==> src/rtl/rrav_pkg.sv <==
package rrav_pkg;

  localparam int unsigned CountW   = 32;
  localparam int unsigned RsW      = 32;
  localparam int unsigned RangeW   = 3;
  localparam int unsigned RxW      = 40;
  localparam int unsigned CurW     = 48;
  localparam int unsigned ProdW    = 64;
  localparam int unsigned DenW     = 46;
  localparam int unsigned RatioPW  = 62;
  localparam int unsigned StepW    = 6;
  localparam int unsigned CfgIdxW  = 1;
  localparam int unsigned CfgDataW = 32;

  localparam logic [CountW-1:0] StdZeroSub = CountW'(9);
  localparam logic [CountW-1:0] UnkZeroSub = CountW'(8);
  localparam logic [ProdW-1:0]  ConvScale  = ProdW'(2560);
  localparam logic [RxW-1:0]    MaxRx      = {RxW{1'b1}};
  localparam logic [CurW-1:0]   MaxCur     = {CurW{1'b1}};
  localparam logic [RsW-1:0]    RsReset    = RsW'(1000000);
  localparam logic [RangeW-1:0] RangeNone  = RangeW'(4);
  localparam logic [StepW-1:0]  StepsCur   = StepW'(CurW);
  localparam logic [StepW-1:0]  StepsRx    = StepW'(RxW);

  typedef enum logic [CfgIdxW-1:0] {
    REG_STD_RES = 1'b0,
    REG_RANGE   = 1'b1
  } reg_idx_e;

  typedef enum logic [1:0] {
    RATIO_10    = 2'd0,
    RATIO_100   = 2'd1,
    RATIO_1000  = 2'd2,
    RATIO_10000 = 2'd3
  } ratio_e;

  typedef struct packed {
    logic load_in;
    logic start_cur;
    logic latch_cur;
    logic start_rx;
    logic latch_rx;
    logic commit;
  } cmd_t;

  typedef struct packed {
    logic div_done;
    logic range_on;
    logic out_blocked;
  } status_t;

  function automatic logic [RatioPW-1:0] ratio_mul(input logic [CurW-1:0] x,
                                                   input logic [1:0] sel);
    logic [RatioPW-1:0] xe;
    logic [RatioPW-1:0] res;
    xe = RatioPW'(x);
    unique case (ratio_e'(sel))
      RATIO_10:    res = xe * RatioPW'(10);
      RATIO_100:   res = xe * RatioPW'(100);
      RATIO_1000:  res = xe * RatioPW'(1000);
      RATIO_10000: res = xe * RatioPW'(10000);
      default:     res = xe * RatioPW'(10);
    endcase
    return res;
  endfunction

endpackage

==> src/rtl/rrav_ctrl.sv <==
module rrav_ctrl
  import rrav_pkg::*;
(
  input  logic    clk_i,
  input  logic    rst_ni,
  input  logic    in_valid_i,
  output logic    in_stall_o,
  input  status_t status_i,
  output cmd_t    cmd_o
);

  typedef enum logic [5:0] {
    S_IDLE   = 6'b000001,
    S_MUL    = 6'b000010,
    S_WAIT1  = 6'b000100,
    S_START2 = 6'b001000,
    S_WAIT2  = 6'b010000,
    S_FIN    = 6'b100000
  } state_e;

  state_e state_q, state_d;

  always_comb begin
    state_d = state_q;
    cmd_o   = '0;
    unique case (state_q)
      S_IDLE: begin
        if (in_valid_i) begin
          cmd_o.load_in = 1'b1;
          state_d       = S_MUL;
        end
      end
      S_MUL: begin
        cmd_o.start_cur = 1'b1;
        state_d         = S_WAIT1;
      end
      S_WAIT1: begin
        if (status_i.div_done) begin
          cmd_o.latch_cur = 1'b1;
          state_d         = status_i.range_on ? S_START2 : S_FIN;
        end
      end
      S_START2: begin
        cmd_o.start_rx = 1'b1;
        state_d        = S_WAIT2;
      end
      S_WAIT2: begin
        if (status_i.div_done) begin
          cmd_o.latch_rx = 1'b1;
          state_d        = S_FIN;
        end
      end
      S_FIN: begin
        if (!status_i.out_blocked) begin
          cmd_o.commit = 1'b1;
          state_d      = S_IDLE;
        end
      end
      default: state_d = S_IDLE;
    endcase
  end

  always_ff @(posedge clk_i or negedge rst_ni) begin
    if (!rst_ni) begin
      state_q <= S_IDLE;
    end else begin
      state_q <= state_d;
    end
  end

  assign in_stall_o = (state_q != S_IDLE);

endmodule

==> config.mk <==
export PLATFORM = sky130hd
export DESIGN_NAME = rrav_ctrl
export DESIGN_NICKNAME = d
export VERILOG_FILES = /design/src/rtl/rrav_pkg.sv /design/src/rtl/rrav_ctrl.sv
export SDC_FILE = /design/constraint.sdc
export NUM_CORES = 1
export LEC_CHECK = 0
export BUFFER_PORTS_ARGS = -buffer_cell sky130_fd_sc_hd__buf_2
export CORE_AREA = 2 2 39 41
export DETAILED_ROUTE_END_ITERATION = 10
export DIE_AREA = 0 0 41 43
export PLACE_DENSITY = 0.59
export SLEW_MARGIN = 25
export SYNTH_ARGS = -nofsm -noshare
export SYNTH_HDL_FRONTEND = slang
export SYNTH_SLANG_ARGS = --single-unit
==> constraint.sdc <==
create_clock -name clk_i -period 2.5 [get_ports clk_i]
set_input_delay 0.125 -clock clk_i [delete_from_list [all_inputs] [get_ports clk_i]]
set_output_delay 0.125 -clock clk_i [all_outputs]
set_load 0.01 [all_outputs]
======== Word-level counts from Yosys, hierarchy flattened ========
Cells that the tools add are included.
storage, ports and cells
  input bits .............................. 6
  output and inout bits ................... 7
  flip-flop bits (word level) ............. 6
  logic and storage cells ................. 28
operators by class
  muxes and demuxes ....................... 15
  reductions and logical operators ........ 1
  eq/ne operators ......................... 11
operators by type and width
  kind                                                  count
  case mux 6 bit (6 select lines)                       1
  2-to-1 mux 6 bit                                      5
  2-to-1 mux 1 bit                                      9
  != test 2 bit (second input constant)                 4
  equality test 6 x 1 -> 1 bit (second input constant)  1
  equality test 6 x 2 -> 1 bit (second input constant)  1
  equality test 6 x 3 -> 1 bit (second input constant)  1
  equality test 6 x 4 -> 1 bit (second input constant)  1
  equality test 6 x 5 -> 1 bit (second input constant)  1
  equality test 6 bit (second input constant)           1
  != test 6 x 1 -> 1 bit (second input constant)        1
  AND reduction 4 bit                                   1

======== Longest topological paths before layout ========
  depth after elaboration ................. 3
  depth in mapped cells ................... 5

======== Worst setup path before layout ========
No wires, ideal clock.
  path kind ............................... reg2reg
  from .................................... reg state_q[4]
  to ...................................... reg state_q[5]
  data arrival time ....................... 1.720 ns
  slack ................................... 0.652 ns
  cell stages (with the launch flop) ...... 6
  period minus slack after synthesis ...... 1.848 ns
  path through ............................ dfrtp_1 -> or4_1 -> or3b_1 -> buf_6 -> o211ai_4 -> o21ai_1
between the ends
  word-level cells in the longest chain between the ends .. 3
ends and longest elaborated chain
  what                                                        line             text
  from (decl)                                                 rrav_ctrl.sv:21  state_e state_q, state_d;
  from (signal assigned)                                      rrav_ctrl.sv:67  state_q <= state_d;
  equality test 6 x 3 -> 1 bit, or another cell as far along  rrav_ctrl.sv:26  unique case (state_q)
  != test 2 bit (no line)                                     --
  AND reduction 4 bit (no line)                               --
Several ways; a longest one is shown, not always the timed one.
A chain may end at the register's enable or synchronous reset.

==> metrics.md <==
| Metric | Value |
|---|---|
| Status | `finished clean` |
| Placed cells | `70` |
| Area leader, netlist | `dfrtp_1` |
| Starting DRC count in detailed routing | `10` |
| Die height | `43 um` |
| Switching portion of total power | `0.430` |
| Crit path launch type | `flop` |
| Row count | `14` |
| Final worst slack | `367 ps` |
| Commonest cells after routing, fill and taps aside | `buf_2, nor2_1, nand3_1, dfrtp_1` |
| Synthesized cell area | `375 sq um` |
| Core region area | `1380 sq um` |
| Final nets | `66` |
| Top flop regs | `state_q x6` |
| Yosys Warn Count | `0` |
| Sw Pwr | `0.223 mW` |
| Critical Setup Path Class | `reg -> out` |
| RSZ-0062 raised after global routing | `false` |
| Clock group share of total power | `0.187` |
| Combinational power share | `0.482` |
| Antenna violations before repair | `0` |
| Flop pwr share | `0.330` |
| Syn nets | `49` |
| Area after DPL | `444 sq um` |
| Worst-Margin Slew | `334 ps` |
| Max Freq | `469 MHz` |
| Setup Buffers After CTS | `0` |
| Main area contributors after synthesis | `dfrtp_1, nor2_1, dfstp_2` |
| DRC errors left | `0` |
| Final setup vio count | `0` |
| Share of the yosys chip area belonging to registers | `0.403` |
| Syn_area_per_cell | `8.73 sq um` |
| Leakage power | `0.258 nW` |
| Tot Pwr | `0.518 mW` |
| Worst slew margin | `0.776` |
| Critical Path AT | `2010 ps` |
| ANT nets after route | `0` |
| Clk root buf | `clkbuf_4` |
| Final setup TNS | `0 ps` |
| PD cells | `1080 nW/um^2` |
| CTS clk-pin slew, worst paths | `40 ps` |
| Largest net degree at the start of global routing | `8` |
| Initial Util | `0.271` |
| Area taken by multi-input logic gates | `201 sq um` |
| Die width | `41 um` |
| Pint | `0.295 mW` |
| Number of max-cap violations | `0` |
| Critical Path End Type | `primary output` |
| Final global-route overflow total | `0` |
| Top-area cell type share of the netlist area | `0.333` |
| Hold Vio Cnt, Final | `0` |
| Vias/cell | `4.96` |
| Yosys reg bits | `6` |
| Most common cell after layout, fill and taps aside | `buf_2` |
| Tcrit/Tclk final | `0.853` |
| Num CTS Buffers | `3` |
| Vias in the first global route | `324` |
| Synthesis-to-layout area growth | `28.0%` |
| Vias | `372` |
| Post-Synthesis Cells | `43` |
| Max Transition Viols Final | `0` |
| Reg with most FFs | `state_q` |
| Clock Sinks | `6` |
| Final instance area | `480 sq um` |
| Global placement routability congestion | `0.744` |
| Synth cell types | `21` |
| Clock skew | `0.794 ps` |
| Max Fanout on Critical Path | `6` |
| Final Util | `0.347` |
| VDD IR max | `280 uV` |
| FILL cells | `148` |
| Total track usage | `0.121` |
| Post-DP HPWL | `717 um` |
| DR WL/cell | `11.8 um` |
| Finished Layout Cells | `75` |
| WP data required | `2380 ps` |
| Post_cts resized | `0` |
| Layout cells sized above 1 | `0.288` |
| Post-CTS Hold Fix Bufs | `1` |
| 1st-pass router iterations | `4` |
| Port buffer count | `12` |
| Max Buffers Root-to-Sink | `2` |
| Sequential Area | `151 sq um` |
| Final Hold Slack | `108 ps` |
| Shortest period the worst path allows | `2130 ps` |
| First-pass GRT wire length | `1.32 mm` |
| I/O Pins | `13` |
| Antenna cell count | `0` |
| Flip-flop count of the largest register after layout | `6` |
| Die Footprint | `1760 sq um` |
| Min-delay worst type | `in -> reg` |
| CTS tree | `built` |
| Total wire length | `888 um` |
| Setup WS pre-CTS | `540 ps` |
| Clk_lat worst skew | `250 ps` |
| Htree depth | `1` |
-- path summary, 6_finish.rpt --
kind                                         from                     end  slack, ps  cells after the start
hold reg to reg            state_q[2]$_DFFE_PN0P_  state_q[2]$_DFFE_PN0P_        640                      1
setup / recovery           state_q[4]$_DFFE_PN0P_                cmd_o[5]        370                      4
hold / removal                        status_i[2]  state_q[4]$_DFFE_PN0P_        110                      2
min in group asynchronous                  rst_ni  state_q[5]$_DFFE_PN0P_        230                      2
setup reg to reg           state_q[4]$_DFFE_PN0P_  state_q[5]$_DFFE_PN0P_        510                      4
max in group asynchronous                  rst_ni  state_q[0]$_DFFE_PN1P_       2050                      2
-- cells in the mapped netlist --
cell type,count
nor2_1,10
dfrtp_1,5
nand3_1,5
inv_1,3
nor3_1,3
xor2_1,2
a21o_1,1
and3_1,1
buf_6,1
dfstp_2,1
nand4_1,1
nand4b_1,1
nor2b_1,1
nor3b_1,1
o211ai_4,1
o21a_1,1
o21ai_1,1
o21bai_1,1
o22ai_1,1
or3b_1,1
or4_1,1
-- per-layer routing --
| layer | global-route usage | vias up | wire, um |
|---|---|---|---|
| met5 | 0 | - | 0 |
| met4 | 0.100 | 0 | 18 |
| met3 | 0.0314 | 2 | 36 |
| met2 | 0.166 | 15 | 449 |
| met1 | 0.150 | 173 | 384 |
| li1 | - | 182 | - |
-- logic make-up after synthesis --
logic type / Yosys count / synth area share
AND/OR/NAND/NOR: 25 / 0.343
AO/OA/AOI/OAI: 6 / 0.147
flip-flops: 6 / 0.403
buffers and inverters: 4 / 0.0600
XOR/XNOR: 2 / 0.0467
-- power groups by stage --
stage	Sequential, mW	Clock (mW)	Combinational, mW
after floorplan	0.162	0	0.209
after global placement	0.172	0	0.238
after detailed placement	0.170	0	0.246
after CTS	0.169	0.0998	0.249
after global routing	0.177	0.106	0.272
final	0.171	0.0970	0.250
-- area by class of cell --
type,instances,area share
multi-input cells,33,0.419
flip-flops and latches,6,0.315
repair buffers,13,0.146
clock buffers,4,0.0547
well taps,16,0.0417
inverters,3,0.0234
-- critical path: stages, from the launching register on --
cell	delay, ps
dfrtp_1	440
or4_1	550
or3b_1	520
nor2_1	120
buf_2	130
(Power assumes the default switching activity.)
